## src/hw/rtl/assert_macros.svh

```systemverilog
// ----------------------------------------------------------------------------
// assert_macros.svh
// Assertion macros shared by the RTL; compiled out with NO_ASSERTIONS.
// ----------------------------------------------------------------------------
`ifndef ASSERT_MACROS_SVH
`define ASSERT_MACROS_SVH

`ifndef NO_ASSERTIONS
`define ASSERT_IMPLIES(lbl, clk, rst_n, ante, cons) \
  lbl: assert property (@(posedge clk) disable iff (!rst_n) (ante) |-> (cons)) \
    else $error("assertion failed");
`define ASSERT_NEXT(lbl, clk, rst_n, ante, cons) \
  lbl: assert property (@(posedge clk) disable iff (!rst_n) (ante) |=> (cons)) \
    else $error("assertion failed");
`else
`define ASSERT_IMPLIES(lbl, clk, rst_n, ante, cons)
`define ASSERT_NEXT(lbl, clk, rst_n, ante, cons)
`endif

`endif

```

## src/hw/rtl/cvc_pkg.sv

```systemverilog
// ----------------------------------------------------------------------------
// cvc_pkg
// Types and constants of the consensus vote checker.
// ----------------------------------------------------------------------------
`timescale 1ns / 1ps

package cvc_pkg;

  localparam int CFG_W     = 5;
  localparam int OUT_CNT_W = 5;
  localparam int IN_DATA_W  = 8;
  localparam int OUT_DATA_W = 16;

  localparam logic [CFG_W-1:0] CFG_RESET = 5'd4;

  typedef struct packed {
    logic faulty;
    logic ref_vote;
  } cvc_entry_t;

endpackage

```

## src/hw/rtl/consensus_vote_checker_core.sv

```systemverilog
// ----------------------------------------------------------------------------
// consensus_vote_checker_core
// Majority vote over an N by N table of gathered votes with per-column
// consistency check against row zero.
//
//   channel | dir | tdata fields (low bit up)
//   --------+-----+------------------------------------------------------------
//   in_     | in  | vote[0]
//   out_    | out | decision[0] for_count[5:1] against_count[10:6]
//           |     | ignored_count[15:11]
//   cfg_    | in  | voter_count[4:0], written when cfg_we is high
//
// One vote per cycle while in_tready is high. The last vote of a table is
// registered into the update stage, whose emit fills the output register and
// raises out_tvalid. Each vote reads its column entry at accept and writes it
// back as the update stage advances; a write to the entry being read is
// forwarded. in_tready drops only while a finished result waits untaken in
// the output register and the vote in the update stage closes another table.
// Reset clears positions, counts and valid flags; the column memory needs no
// clearing pass.
// ----------------------------------------------------------------------------
`timescale 1ns / 1ps
`include "assert_macros.svh"

module consensus_vote_checker_core #(
  parameter int MAX_VOTERS = 16
) (
  input  logic                             clk,
  input  logic                             rst_n,
  input  logic                             in_tvalid,
  output logic                             in_tready,
  input  logic [cvc_pkg::IN_DATA_W-1:0]    in_tdata,   // vote[0]
  output logic                             out_tvalid,
  input  logic                             out_tready,
  output logic [cvc_pkg::OUT_DATA_W-1:0]   out_tdata,  // decision, for, against, ignored
  input  logic                             cfg_we,
  input  logic [cvc_pkg::CFG_W-1:0]        cfg_wdata
);
  import cvc_pkg::*;

  localparam int PW = (MAX_VOTERS > 1) ? $clog2(MAX_VOTERS) : 1;
  localparam int NW = $clog2(MAX_VOTERS + 1);
  localparam int KW = NW;

  logic [CFG_W-1:0] cfg_r;
  logic [NW-1:0]    n_eff;

  logic [PW-1:0] row_r, col_r;
  logic          last_row, last_col;
  logic          in_fire;
  logic          in_vote;

  cvc_entry_t    mem [MAX_VOTERS];
  cvc_entry_t    rd_r;
  cvc_entry_t    fwd_r;
  logic          fwd_hit_r;

  logic          s1_valid_r;
  logic [PW-1:0] s1_col_r;
  logic          s1_vote_r;
  logic          s1_row0_r;
  logic          s1_last_row_r;
  logic          s1_end_r;

  cvc_entry_t    s1_old, s1_new;
  logic          s1_stall, s1_adv, s1_emit;

  logic [KW-1:0] cnt_for_r, cnt_against_r, cnt_ignored_r;
  logic [KW-1:0] cnt_for_nxt, cnt_against_nxt, cnt_ignored_nxt;

  logic                  out_valid_r;
  logic [OUT_DATA_W-1:0] out_data_r;
  logic                  decision;

  always_ff @(posedge clk) begin
    if (!rst_n) begin
      cfg_r <= CFG_RESET;
    end else if (cfg_we) begin
      cfg_r <= cfg_wdata;
    end
  end

  always_comb begin
    if (cfg_r == '0) begin
      n_eff = NW'(1);
    end else if (32'(cfg_r) > MAX_VOTERS) begin
      n_eff = NW'(MAX_VOTERS);
    end else begin
      n_eff = NW'(cfg_r);
    end
  end

  assign in_vote  = in_tdata[0];
  assign last_row = (32'(row_r) + 32'd1) >= 32'(n_eff);
  assign last_col = (32'(col_r) + 32'd1) >= 32'(n_eff);

  assign s1_stall  = s1_valid_r && s1_end_r && out_valid_r && !out_tready;
  assign s1_adv    = s1_valid_r && !s1_stall;
  assign s1_emit   = s1_adv && s1_end_r;
  assign in_tready = !s1_stall;
  assign in_fire   = in_tvalid && in_tready;

  // advance table position at accept
  always_ff @(posedge clk) begin
    if (!rst_n) begin
      row_r <= '0;
      col_r <= '0;
    end else if (in_fire) begin
      if (last_col) begin
        col_r <= '0;
        row_r <= last_row ? '0 : row_r + PW'(1);
      end else begin
        col_r <= col_r + PW'(1);
      end
    end
  end

  // column memory: read at accept, write back from the update stage
  always_ff @(posedge clk) begin
    if (s1_adv) begin
      mem[s1_col_r] <= s1_new;
    end
    if (in_fire) begin
      rd_r <= mem[col_r];
    end
  end

  always_ff @(posedge clk) begin
    if (!rst_n) begin
      fwd_hit_r <= 1'b0;
    end else if (in_fire) begin
      fwd_hit_r <= s1_adv && (s1_col_r == col_r);
    end
  end

  always_ff @(posedge clk) begin
    if (in_fire) begin
      fwd_r         <= s1_new;
      s1_col_r      <= col_r;
      s1_vote_r     <= in_vote;
      s1_row0_r     <= (row_r == '0);
      s1_last_row_r <= last_row;
      s1_end_r      <= last_row && last_col;
    end
  end

  always_ff @(posedge clk) begin
    if (!rst_n) begin
      s1_valid_r <= 1'b0;
    end else if (in_fire) begin
      s1_valid_r <= 1'b1;
    end else if (s1_adv) begin
      s1_valid_r <= 1'b0;
    end
  end

  always_comb begin
    s1_old = fwd_hit_r ? fwd_r : rd_r;
    s1_new = s1_old;
    if (s1_row0_r) begin
      s1_new.ref_vote = s1_vote_r;
      s1_new.faulty   = 1'b0;
    end else if (s1_old.ref_vote != s1_vote_r) begin
      s1_new.faulty = 1'b1;
    end
  end

  always_comb begin
    cnt_for_nxt     = cnt_for_r;
    cnt_against_nxt = cnt_against_r;
    cnt_ignored_nxt = cnt_ignored_r;
    if (s1_last_row_r) begin
      if (s1_new.faulty) begin
        cnt_ignored_nxt = cnt_ignored_r + KW'(1);
      end else if (s1_new.ref_vote) begin
        cnt_for_nxt = cnt_for_r + KW'(1);
      end else begin
        cnt_against_nxt = cnt_against_r + KW'(1);
      end
    end
  end

  assign decision = ({1'b0, cnt_for_nxt}) >
                    ({1'b0, cnt_against_nxt} + {1'b0, cnt_ignored_nxt});

  always_ff @(posedge clk) begin
    if (!rst_n) begin
      cnt_for_r     <= '0;
      cnt_against_r <= '0;
      cnt_ignored_r <= '0;
    end else if (s1_adv) begin
      if (s1_end_r) begin
        cnt_for_r     <= '0;
        cnt_against_r <= '0;
        cnt_ignored_r <= '0;
      end else begin
        cnt_for_r     <= cnt_for_nxt;
        cnt_against_r <= cnt_against_nxt;
        cnt_ignored_r <= cnt_ignored_nxt;
      end
    end
  end

  // hold result until taken
  always_ff @(posedge clk) begin
    if (!rst_n) begin
      out_valid_r <= 1'b0;
    end else if (s1_emit) begin
      out_valid_r <= 1'b1;
    end else if (out_tready) begin
      out_valid_r <= 1'b0;
    end
  end

  always_ff @(posedge clk) begin
    if (s1_emit) begin
      out_data_r <= {OUT_CNT_W'(cnt_ignored_nxt), OUT_CNT_W'(cnt_against_nxt),
                     OUT_CNT_W'(cnt_for_nxt), decision};
    end
  end

  assign out_tvalid = out_valid_r;
  assign out_tdata  = out_data_r;

  `ASSERT_NEXT(a_fire_loads_stage, clk, rst_n, in_fire, s1_valid_r)
  `ASSERT_NEXT(a_stall_holds_stage, clk, rst_n, s1_stall,
               s1_valid_r && s1_end_r && $stable(s1_col_r))
  `ASSERT_NEXT(a_emit_fills_output, clk, rst_n, s1_emit, out_valid_r)
  `ASSERT_IMPLIES(a_stall_blocks_input, clk, rst_n, s1_stall,
                  out_valid_r && !in_tready)

endmodule
```

## config.mk

```make
export PLATFORM = sky130hd
export DESIGN_NAME = consensus_vote_checker_core
export DESIGN_NICKNAME = d
export VERILOG_FILES = /design/src/hw/rtl/cvc_pkg.sv /design/src/hw/rtl/consensus_vote_checker_core.sv
export VERILOG_INCLUDE_DIRS = /design/src /design/src/hw/rtl
export SDC_FILE = /design/constraint.sdc
export NUM_CORES = 1
export LEC_CHECK = 0
export ABC_CLOCK_PERIOD_IN_PS = 9100
export BUFFER_PORTS_ARGS = -buffer_cell sky130_fd_sc_hd__buf_4
export CORE_UTILIZATION = 45
export DETAILED_ROUTE_END_ITERATION = 6
export HOLD_SLACK_MARGIN = 0.1
export PLACE_DENSITY = 0.68
export SYNTH_ARGS = -nofsm -noshare
export SYNTH_HDL_FRONTEND = slang
export SYNTH_SLANG_ARGS = --single-unit
```

## constraint.sdc

```tcl
create_clock -name clk -period 9.1 [get_ports clk]
set_clock_uncertainty 0.1 [all_clocks]
set_input_delay 1.365 -clock clk [delete_from_list [all_inputs] [get_ports clk]]
set_output_delay 1.365 -clock clk [all_outputs]
set_load 0.03 [all_outputs]
```

Yosys cells after proc, flatten, opt, wreduce, memory -nomap -nowiden. Memories as Yosys holds them, arrays and structs flattened. A register that Yosys moved wholly into a read port is not among the register bits. Cells that the tools add are included.

Add/subtract/negate cells: 8. $lt $le $gt $ge: 4. Eq/ne operators: 2. Mux-type cells: 25. Reductions and logical operators: 15.

Operators by type and width (number): $mux 5 (13); $add 5x1->5 const B (3); $add 4x1->5 const B (2); $ge 5x5->1 (2); $mux 1 (9); $add 4x1->4 const B (2); $logic_and 1x1->1 (8); $mux 4 (2); $add 5x5->6 (1); $gt 5x6->1 (1); $gt 5x5->1 const B (1); $logic_not 5->1 (1); $eq 4x4->1 (1); $logic_not 4->1 (1); $reduce_bool 2->1 (2); $logic_not 1->1 (2); $mux 2 (1); $reduce_and 2->1 (1); $ne 1x1->1 (1).

Flip-flop bits (word level): 57. Bits in writable memories: 32. Bits of input ports: 18. Output and inout port bits: 18. Logic and storage cells: 72. Memories: 1.

Memories: mem (words 16, width 2, read ports 1, clocked after Yosys merged registers in 1, wr ports 1, line consensus_vote_checker_core.sv:53) `cvc_entry_t mem [MAX_VOTERS];`.

Longest topological paths before layout. Gate-level depths: netlist of run 1.

Word-level depth: 8. Depth in mapped cells: 16. Gate-level depth less buffers: 16.

Least setup slack after synthesis of run 1. Ideal clock, no wire load.

Kind: register to register. Start: reg s1_vote_r. End: reg out_data_r[0], in the netlist out_tdata[0], data pin. Library setup time: 0.270 ns. Arrival time: 3.266 ns. Required time: 8.730 ns. Slack: 5.464 ns. Stages on the path, launching flop included: 16. Path buffers: 1. Period minus slack after synthesis: 3.636 ns. Path through: edfxtp_1 -> xnor2_1 -> a221oi_4 -> nor3_1 -> or2_1 -> buf_6 -> xor2_1 -> ha_1 -> inv_1 -> ha_1 -> nor2b_1 -> o21a_1 -> o21a_1 -> o21a_1 -> o211ai_1 -> a41oi_2.

RTL lines: from (decl) (line consensus_vote_checker_core.sv:60) `logic s1_vote_r;`; from (signal assigned) (line consensus_vote_checker_core.sv:140) `s1_vote_r <= in_vote;`; to (signal assigned) (line consensus_vote_checker_core.sv:217) `out_data_r <= {OUT_CNT_W'(cnt_ignored_nxt), OUT_CNT_W'(cnt_against_nxt),`; to (decl) (line consensus_vote_checker_core.sv:72) `logic [OUT_DATA_W-1:0] out_data_r;`.

==> impl_metrics.yaml, run 1 <==
die:
  io-pin-count: 36
  rows: 36
  start_util_pct: 46.61
  dieWidth_microns: 102.6
  die_y_microns: 102.6
  fp.dieArea_sq_mm: 0.01053
  core_region_area_sq_mm: 0.009774
synthesis:
  ys_types: 57
  async_flop_share_pct: 0
  dominantRegCellSynth: "edfxtp_1"
  synthCells: 389
  synth_edf_count: 60
  synth_area_sq_mm: 0.004556
  synth_seq_cells: 91
  yosysWarnings: 0
  synth-seq-area-share_pct: 53.17
  avgSynthCellArea_sq_um: 11.71
  syn-num-nets: 433
grt:
  grt_pass1_wl_mm: 13.86
  gr-total-overflow: 0
  grt_max_degree: 26
  grt_pass1_vias: 2882
  grt_usage_pct: 17.42
  antenna_found_initial: 0
sta:
  finalSetupViolations: 0
  grt_setup_unrepaired: "no"
  worstMarginPinSlew_ns: 0.9179
  final_max_slew_viol_count: 0
  fmax_ghz: 0.2346
  setup_tns_ns: 0
  fin_crit_ns: 4.263
  slew_headroom_pct: 38.81
  hold_violations: 0
  fin_hold_ws_ns: 0.4053
  period_share_pct: 46.85
route:
  viasPerCell: 5.490
  wl_met3_microns: 322
  routed_wl_mm: 8.563
  highest_layer: "met4"
  drt_pass1_iterations: 4
  wl_met2_mm: 4.076
  vias: 3025
  wl_per_cell_microns: 15.54
  antenna_left: 0
  drt-initial-drc-count: 142
  post-route-drc-count: 0
  wl_met1_mm: 3.989
placement:
  place_congestion: 0.8164
  io_buffers: 28
  dpl.hpwl_mm: 6.119
power_and_ir_drop:
  comb_power_share_pct: 10.1
  power.internal_uw: 589.1
  p_leak_uw: 0.001885
  power_density_mw_per_mm2: 157.8
  seq_power_share_pct: 58.5
  power_switching_uw: 207.1
  vdd_drop_max_mv: 0.1151
  sw_frac_of_total_pct: 26.01
  share_clk_of_total_power_pct: 31.4
cts:
  hold_buffers: 0
  cts_tree: "yes"
  h-tree-depth: 3
  cts_resized: 0
  cts_root_buf: "clkbuf_8"
  cts_setup_buffers: 0
  cts.sinks: 91
  clk_pin_slew_ns: 0.09
  cts_buffers: 9
  clk_path_buf_depth: 2
  insertion_delay_ns: 0.36
setup_path:
  cp_max_fo: 20
  endpoint_kind: "register"
  crit_arrival_ns: 4.26
  cp.required_ns: 9.10
  start_kind: "register"
  worstSetupPathType: "reg -> reg"
status:
  outcome: "complete, no violations"
cells_and_area:
  nNetsFinal: 457
  antenna_cells: 0
  fillers: 871
  final_common_cell: "edfxtp_1"
  area.sequential_sq_mm: 0.002422
  area_growth_syn_to_layout_pct: 10.79
  drive_gt1_share_pct: 15.79
  mostFrequentLayoutCells: "60 x edfxtp_1, 38 x nor2_1, 31 x dfxtp_1, 29 x buf_4, 26 x ha_1"
  multiInputGateArea_sq_mm: 0.002019
job:
  drv_cap: 0
worst_hold_path:
  hold_class: "reg -> reg"
## synth_stat cells (all sizes together), types with 5 or more instances
master  count  share of area [%]
xnor2      15                2.9
mux2i       5                1.1
nor2       38                3.1
nor3       11                1.6
nor2b       7               0.96
edfxtp     60                 40
nand4       9                1.2
or3         7               0.96
o21ai      15                1.6
a21oi      23                2.5
dfxtp      31                 14
xor2       13                2.5
mux4       10                4.9
ha         26                7.1
nand3       9               0.99
inv        11               0.91
nand2b      5               0.69
a21o        5               0.82
clkbuf     12                1.0
nand2      21                1.7
nor4        5               0.69
## cell type report
class / instances / share of cell area (%)
clock buffers: 10 / 2.529
flip-flops and latches: 91 / 47.99
repair buffers: 29 / 4.313
clock inverters: 6 / 0.9668
inverters: 12 / 0.8924
well taps: 133 / 3.297
multi-input cells: 270 / 40.01
## state kept, by name (all words and copies together) (netlist names)
register / count
cnt_ignored_r: 5
mem: 32
s1_valid_r: 1
fwd_r: 2
cnt_against_r: 5
fwd_hit_r: 1
row_r: 4
s1_last_row_r: 1
cfg_r: 5
cnt_for_r: 5
s1_col_r: 4
s1_row0_r: 1
s1_vote_r: 1
rd_r: 2
out_tdata: 16
out_tvalid: 1
col_r: 4
s1_end_r: 1
## power by group through the flow
| stage | Combinational [uW] | Clock, uW | Sequential, uW |
|---|---|---|---|
| final | 80.3 | 250 | 466 |
| after global routing | 89.4 | 271 | 468 |
| after CTS | 80.9 | 256 | 466 |
| after detailed placement | 80.7 | 0 | 475 |
| after global placement | 78.7 | 0 | 475 |
| after floorplan | 62.6 | 0 | 470 |
## final timing paths
| path | from | to | slack (ns) | cells after the start |
|---|---|---|---|---|
| worst min-delay path | cfg_r[0]$_SDFFE_PN0P_ | cfg_r[0]$_SDFFE_PN0P_ | 0.41 | 2 |
| worst max register to register | fwd_hit_r$_SDFFE_PN0P_ | out_tdata[0]$_DFFE_PP_ | 4.84 | 15 |
| worst max-delay path | fwd_hit_r$_SDFFE_PN0P_ | out_tdata[0]$_DFFE_PP_ | 4.84 | 15 |
| worst min register to register | cfg_r[0]$_SDFFE_PN0P_ | cfg_r[0]$_SDFFE_PN0P_ | 0.41 | 2 |
## critical path: stages, from the launching register on
cell and delay [ns]:
dfxtp_1 0.41, mux2_2 0.36, mux2_2 0.44, nor3_4 0.34, nand2_1 0.13, xnor2_1 0.29
ha_1 0.32, o21bai_1 0.14, nor4_1 0.06, nor4_1 0.43, xnor2_1 0.14, ha_1 0.32
o21a_1 0.11, o21a_1 0.16, o211ai_1 0.19, a41oi_2 0.06
## routing by layer
layer,GRT usage (%),vias up
met1,23.13,1452
met3,3.932,16
li1,-,1496
met5,0,-
met4,6.374,0
met2,28.00,61
## metrics by stage
stage | instances | utilization, % | setup WS [ns] | instance area (sq um) | total power [uW]
2_1_floorplan | 389 | - | 5.464 | 4556 | 532.4
3_3_place_gp | 535 | 49.83 | 4.901 | 4871 | 553.6
3_5_place_dp | 535 | 49.83 | 4.851 | 4871 | 556.0
4_1_cts | 551 | 51.64 | 4.845 | 5047 | 802.7
5_1_grt | 551 | 51.64 | 4.485 | 5047 | 828.6
6_report | 551 | 51.64 | 4.837 | 5047 | 796.2
## kinds of logic after synthesis
logic type	synth area share (%)
AOI/OAI and AO/OA	10.22
and+or+nand+nor	14.56
muxes	6.784
DFF	53.17
buffers and inverters	2.499
xor gates and xnor gates	5.383
adders and majority gates	7.388
No activity file was read; power rests on OpenSTA's default activity.
==> run 2: changes to the inputs <==
--- a/config.mk
+++ b/config.mk
@@ -6,7 +6,7 @@
 export SDC_FILE = /design/constraint.sdc
 export NUM_CORES = 1
 export LEC_CHECK = 0
-export ABC_CLOCK_PERIOD_IN_PS = 9100
+export ABC_CLOCK_PERIOD_IN_PS = 4000
 export BUFFER_PORTS_ARGS = -buffer_cell sky130_fd_sc_hd__buf_4
 export CORE_UTILIZATION = 45
 export DETAILED_ROUTE_END_ITERATION = 6
==> constraint.sdc (replaced) <==
create_clock -name clk -period 4 [get_ports clk]
set_clock_uncertainty 0.1 [all_clocks]
set_input_delay 0.6 -clock clk [delete_from_list [all_inputs] [get_ports clk]]
set_output_delay 0.6 -clock clk [all_outputs]
set_load 0.03 [all_outputs]
==> run 2 against run 1 <==
Against the previous run:
- sequential share of layout area shrank 0.90 points
- largest power group unchanged
- die area unchanged
- hold slack worse by 0.070 ns
==> impl_metrics.yaml, run 2 (synthesis results as in run 1) <==
cts:
  cts.sinks: 91
  clk_path_buf_depth: 2
  insertion_delay_ns: 0.35
  cts_buffers: 9
  h-tree-depth: 3
  cts_root_buf: "clkbuf_8"
  clk_pin_slew_ns: 0.08
  cts_tree: "yes"
  cts_setup_buffers: 0
setup_path:
  path_buf_inv: 1
  worstSetupPathType: "reg -> reg"
  max_stage_delay_ns: 0.39
  endpoint_kind: "register"
  cp_max_fo: 19
  path_delay_family: "compound AO/OA/AOI/OAI gates"
  crit_path_frequent_cell: "o21a_1"
  crit_arrival_ns: 3.80
  start_kind: "register"
  worst_path_max_delay_cell: "dfxtp_1"
  cp.required_ns: 3.99
  worstPathCellList: "mux2_2 > mux2_2 > buf_4 > nor3_1 > or2_4 > xor2_1 > ha_1 > a21oi_1 > xor2_1 > ha_1 > o21a_1 > o21a_1 > o21a_1 > o211ai_1 > a41oi_2"
  ff2ff_setup_slack_ns: 0.19
placement:
  dp_slack_ns: 0.1717
  io_buffers: 28
  dpl.hpwl_mm: 6.125
  place_congestion: 0.8258
cells_and_area:
  drive_gt1_share_pct: 17.18
  multiInputGateArea_sq_mm: 0.002032
  area.sequential_sq_mm: 0.002422
  fillers: 849
  mostFrequentLayoutCells: "60 x edfxtp_1, 38 x nor2_1, 36 x buf_4, 31 x dfxtp_1, 25 x ha_1"
  nNetsFinal: 464
  antenna_cells: 0
  largest_register_ffs: 32
  final_util_pct: 52.62
  area_growth_syn_to_layout_pct: 12.91
  registers.top_by_ff_count: "mem"
  final_common_cell: "edfxtp_1"
power_and_ir_drop:
  p_leak_uw: 0.001950
  seq_power_share_pct: 55.1
  sw_frac_of_total_pct: 23.30
  power_density_mw_per_mm2: 370.5
  vdd_drop_max_mv: 0.3633
  share_clk_of_total_power_pct: 34.4
  comb_power_share_pct: 10.5
  power_switching_uw: 444.2
  power.internal_uw: 1462
grt:
  gr-total-overflow: 0
  grt_pass1_vias: 2825
  grt_pass1_wl_mm: 13.83
  grt_usage_pct: 17.47
  antenna_found_initial: 0
  grt_max_degree: 26
sta:
  setup_tns_ns: 0
  worstMarginPinSlew_ns: 0.8422
  period_share_pct: 95.20
  final_max_slew_viol_count: 0
  setup_slack_ns: 0.1921
  slew_headroom_pct: 43.79
  fmax_ghz: 0.2626
  finalSetupViolations: 0
  hold_violations: 0
  fin_crit_ns: 3.808
  grt_setup_unrepaired: "no"
die:
  start_util_pct: 46.61
  die_y_microns: 102.6
  core_region_area_sq_mm: 0.009774
  io-pin-count: 36
  rows: 36
  dieWidth_microns: 102.6
  fp.dieArea_sq_mm: 0.01053
route:
  vias: 3068
  antenna_left: 0
  wl_per_cell_microns: 15.40
  viasPerCell: 5.498
  drt_pass1_iterations: 4
  drt-initial-drc-count: 138
  post-route-drc-count: 0
  routed_wl_mm: 8.595
worst_hold_path:
  hold_class: "in -> reg"
status:
  outcome: "complete, no violations"
job:
  drv_cap: 0
==> run 2: cell type report <==
class                   count  area share, %
clock buffers              10          2.481
multi-input cells         270          39.50
repair buffers             36          5.254
flip-flops and latches     91          47.09
well taps                 133          3.235
inverters                  12         0.8757
clock inverters             6          1.557
==> run 2: metal layers <==
layer  share of wire [%]  routed length [microns]  vias to the layer above  global-route usage [%]
met4                 1.3                      113                        0                   6.374
li1                    -                        -                     1515                       -
met2                  48                     4138                       53                   28.05
met3                 3.3                      286                        8                   3.458
met5                   0                        0                        -                       0
met1                  47                     4056                     1492                   23.54
==> run 2: power groups by stage <==
stage               clock (uW)  sequential [uW]  combinational, uW
floorplan                    0             1070                142
global placement             0             1070                194
detailed placement           0             1070                200
CTS                        667             1050                202
global route               704             1050                223
finish                     656             1050                199
==> run 2: what timing repair did <==
action / 4_1_cts / 5_1_grt
setup endpoints to repair: 0 / 1
endpoints found under the hold margin: 0 / 0
hold buffers: 0 / 0
resized for setup: 0 / 3
==> run 2: stage by stage <==
step	std cells	cell area, sq um	hold slack, ns	total power, uW
after floorplan	389	4556	0.3064	1211
after global placement	542	4923	0.3760	1266
after detailed placement	542	4923	0.3974	1273
after CTS	558	5131	0.3306	1921
after global routing	558	5144	0.3287	1981
final	558	5144	0.3356	1906
==> run 2: worst paths after layout <==
path                                        startpoint                     end  depth (start not counted)
worst max-delay path            fwd_hit_r$_SDFFE_PN0P_  out_tdata[0]$_DFFE_PP_                         15
worst max register to register  fwd_hit_r$_SDFFE_PN0P_  out_tdata[0]$_DFFE_PP_                         15
worst min-delay path                       in_tdata[0]     s1_vote_r$_DFFE_PP_                          1
worst min register to register   cfg_r[0]$_SDFFE_PN0P_   cfg_r[0]$_SDFFE_PN0P_                          2
==> run 3: changes to the inputs <==
--- a/config.mk
+++ b/config.mk
@@ -11,7 +11,7 @@
 export CORE_UTILIZATION = 45
 export DETAILED_ROUTE_END_ITERATION = 6
 export HOLD_SLACK_MARGIN = 0.1
-export PLACE_DENSITY = 0.68
+export PLACE_DENSITY = 0.7
 export SYNTH_ARGS = -nofsm -noshare
 export SYNTH_HDL_FRONTEND = slang
 export SYNTH_SLANG_ARGS = --single-unit
==> run 3 against run 2 <==
Against the previous run:
- sequential power barely moved
- hold slack got worse by 0.0090 ns
- cell area rose by 0.24%
- first-iteration DRC count fell by 16%
- final cell count rose by 0.54%
- clock-buffer cell count did not move
- power fell by 1.0%
- non-clock buffer count rose by 3
- sequential share of layout area fell by 0.11 points
- flip-flop and latch count did not move
- register-to-register slack barely moved
==> impl_metrics.yaml, run 3 (synthesis results as in run 1) <==
setup_path:
  worstSetupPathType: "reg -> reg"
  worstPathCellList: "mux2_2 > mux2_2 > nor3_4 > buf_4 > xor2_1 > ha_1 > nor4_1 > nor4_1 > xnor2_1 > ha_1 > o21a_1 > o21a_1 > o211ai_1 > a41oi_2"
  worst_path_max_delay_cell: "nor4_1"
  endpoint_kind: "register"
  path_delay_family: "simple AND/OR/NAND/NOR gates"
  crit_arrival_ns: 3.81
  start_kind: "register"
  max_stage_delay_ns: 0.39
  cp_max_fo: 6
  cp.required_ns: 4.00
  path_buf_inv: 1
sta:
  grt_setup_unrepaired: "no"
  fmax_ghz: 0.2620
  period_share_pct: 95.43
  setup_tns_ns: 0
  finalSetupViolations: 0
  fin_crit_ns: 3.817
  slew_headroom_pct: 45.84
  final_max_slew_viol_count: 0
  hold_violations: 0
  worstMarginPinSlew_ns: 0.8114
route:
  viasPerCell: 5.399
  drt-initial-drc-count: 116
  post-route-drc-count: 0
  vias: 3029
  antenna_left: 0
  drt_pass1_iterations: 4
  routed_wl_mm: 8.497
  wl_per_cell_microns: 15.15
cells_and_area:
  antenna_cells: 0
  stdcell_area_sq_mm: 0.005156
  final_common_cell: "edfxtp_1"
  area_growth_syn_to_layout_pct: 13.18
  largest_register_ffs: 32
  mostFrequentLayoutCells: "60 x edfxtp_1, 39 x buf_4, 38 x nor2_1, 31 x dfxtp_1, 25 x ha_1"
  stdcell_count: 561
  final_util_pct: 52.75
  nNetsFinal: 467
  drive_gt1_share_pct: 18.22
  registers.top_by_ff_count: "mem"
  fillers: 851
die:
  rows: 36
  fp.dieArea_sq_mm: 0.01053
  io-pin-count: 36
  dieWidth_microns: 102.6
  die_y_microns: 102.6
  start_util_pct: 46.61
  core_region_area_sq_mm: 0.009774
cts:
  insertion_delay_ns: 0.35
  clk_path_buf_depth: 2
  cts_root_buf: "clkbuf_8"
  cts_buffers: 9
  clk_pin_slew_ns: 0.10
  cts_tree: "yes"
  h-tree-depth: 3
  cts.sinks: 91
  hold_buffers: 0
power_and_ir_drop:
  p_leak_uw: 0.001960
  power_density_mw_per_mm2: 365.8
  vdd_drop_max_mv: 0.2413
  power_uw: 1886
grt:
  grt_pass1_vias: 2853
  antenna_found_initial: 0
  gr-total-overflow: 0
  grt_pass1_wl_mm: 13.84
  grt_max_degree: 26
  grt_usage_pct: 17.40
placement:
  detailed_place.area_sq_mm: 0.004946
  dp_cells: 545
  dpl.hpwl_mm: 6.084
  io_buffers: 28
  place_congestion: 0.8376
status:
  outcome: "complete, no violations"
worst_hold_path:
  hold_class: "in -> reg"
job:
  drv_cap: 0
## run 3: power breakdown
group          switching [uW]  internal [uW]
clock                     338            296
combinational             112           88.7
sequential               23.6           1030
## run 3: metrics by stage
| step | worst slack [ns] | hold slack [ns] |
|---|---|---|
| 6_report | 0.1828 | 0.3266 |
| 4_1_cts | 0.08791 | 0.3128 |
| 2_1_floorplan | 0.3644 | 0.3064 |
| 3_5_place_dp | 0.1198 | 0.3861 |
| 3_3_place_gp | 0.2442 | 0.3837 |
| 5_1_grt | 0.02682 | 0.3057 |
## run 3: repair_timing
action                                  in CTS  in global routing
gates resized for setup                      0                  2
buffers inserted                             0                  0
endpoints found under the setup margin       0                  1
## run 3: area by class of cell
type	instances	area [sq um]	area share [%]
Clock inverter	6	72.57	1.407
Timing Repair Buffer	39	292.8	5.678
Sequential cell	91	2422	46.98
Multi-Input combinational cell	270	2029	39.36
Clock buffer	10	127.6	2.475
Inverter	12	45.04	0.8736
Tap cell	133	166.4	3.227
## run 3: per-layer routing
| metal | GRT usage, % | share of wire [%] |
|---|---|---|
| met2 | 28.00 | 50 |
| met1 | 23.39 | 47 |
| met3 | 3.932 | 2.2 |
| met4 | 5.495 | 0.88 |
| met5 | 0 | 0 |
## run 3: worst register-to-register path: stages (launching register included)
cell	delay, ns
dfxtp_1	0.37
mux2_2	0.36
mux2_2	0.30
nor3_4	0.19
buf_4	0.17
xor2_1	0.29
ha_1	0.28
nor4_1	0.08
nor4_1	0.39
xnor2_1	0.15
ha_1	0.34
o21a_1	0.12
o21a_1	0.16
o211ai_1	0.21
a41oi_2	0.05
## run 3: worst paths after layout
check	start	to	slack (ns)	cells past startpoint
worst min-delay path	in_tdata[0]	s1_vote_r$_DFFE_PP_	0.33	1
worst max-delay path	fwd_hit_r$_SDFFE_PN0P_	out_tdata[0]$_DFFE_PP_	0.18	14
worst min register to register	cnt_ignored_r[4]$_SDFFE_PN0P_	cnt_ignored_r[4]$_SDFFE_PN0P_	0.41	2
worst max register to register	fwd_hit_r$_SDFFE_PN0P_	out_tdata[0]$_DFFE_PP_	0.18	14
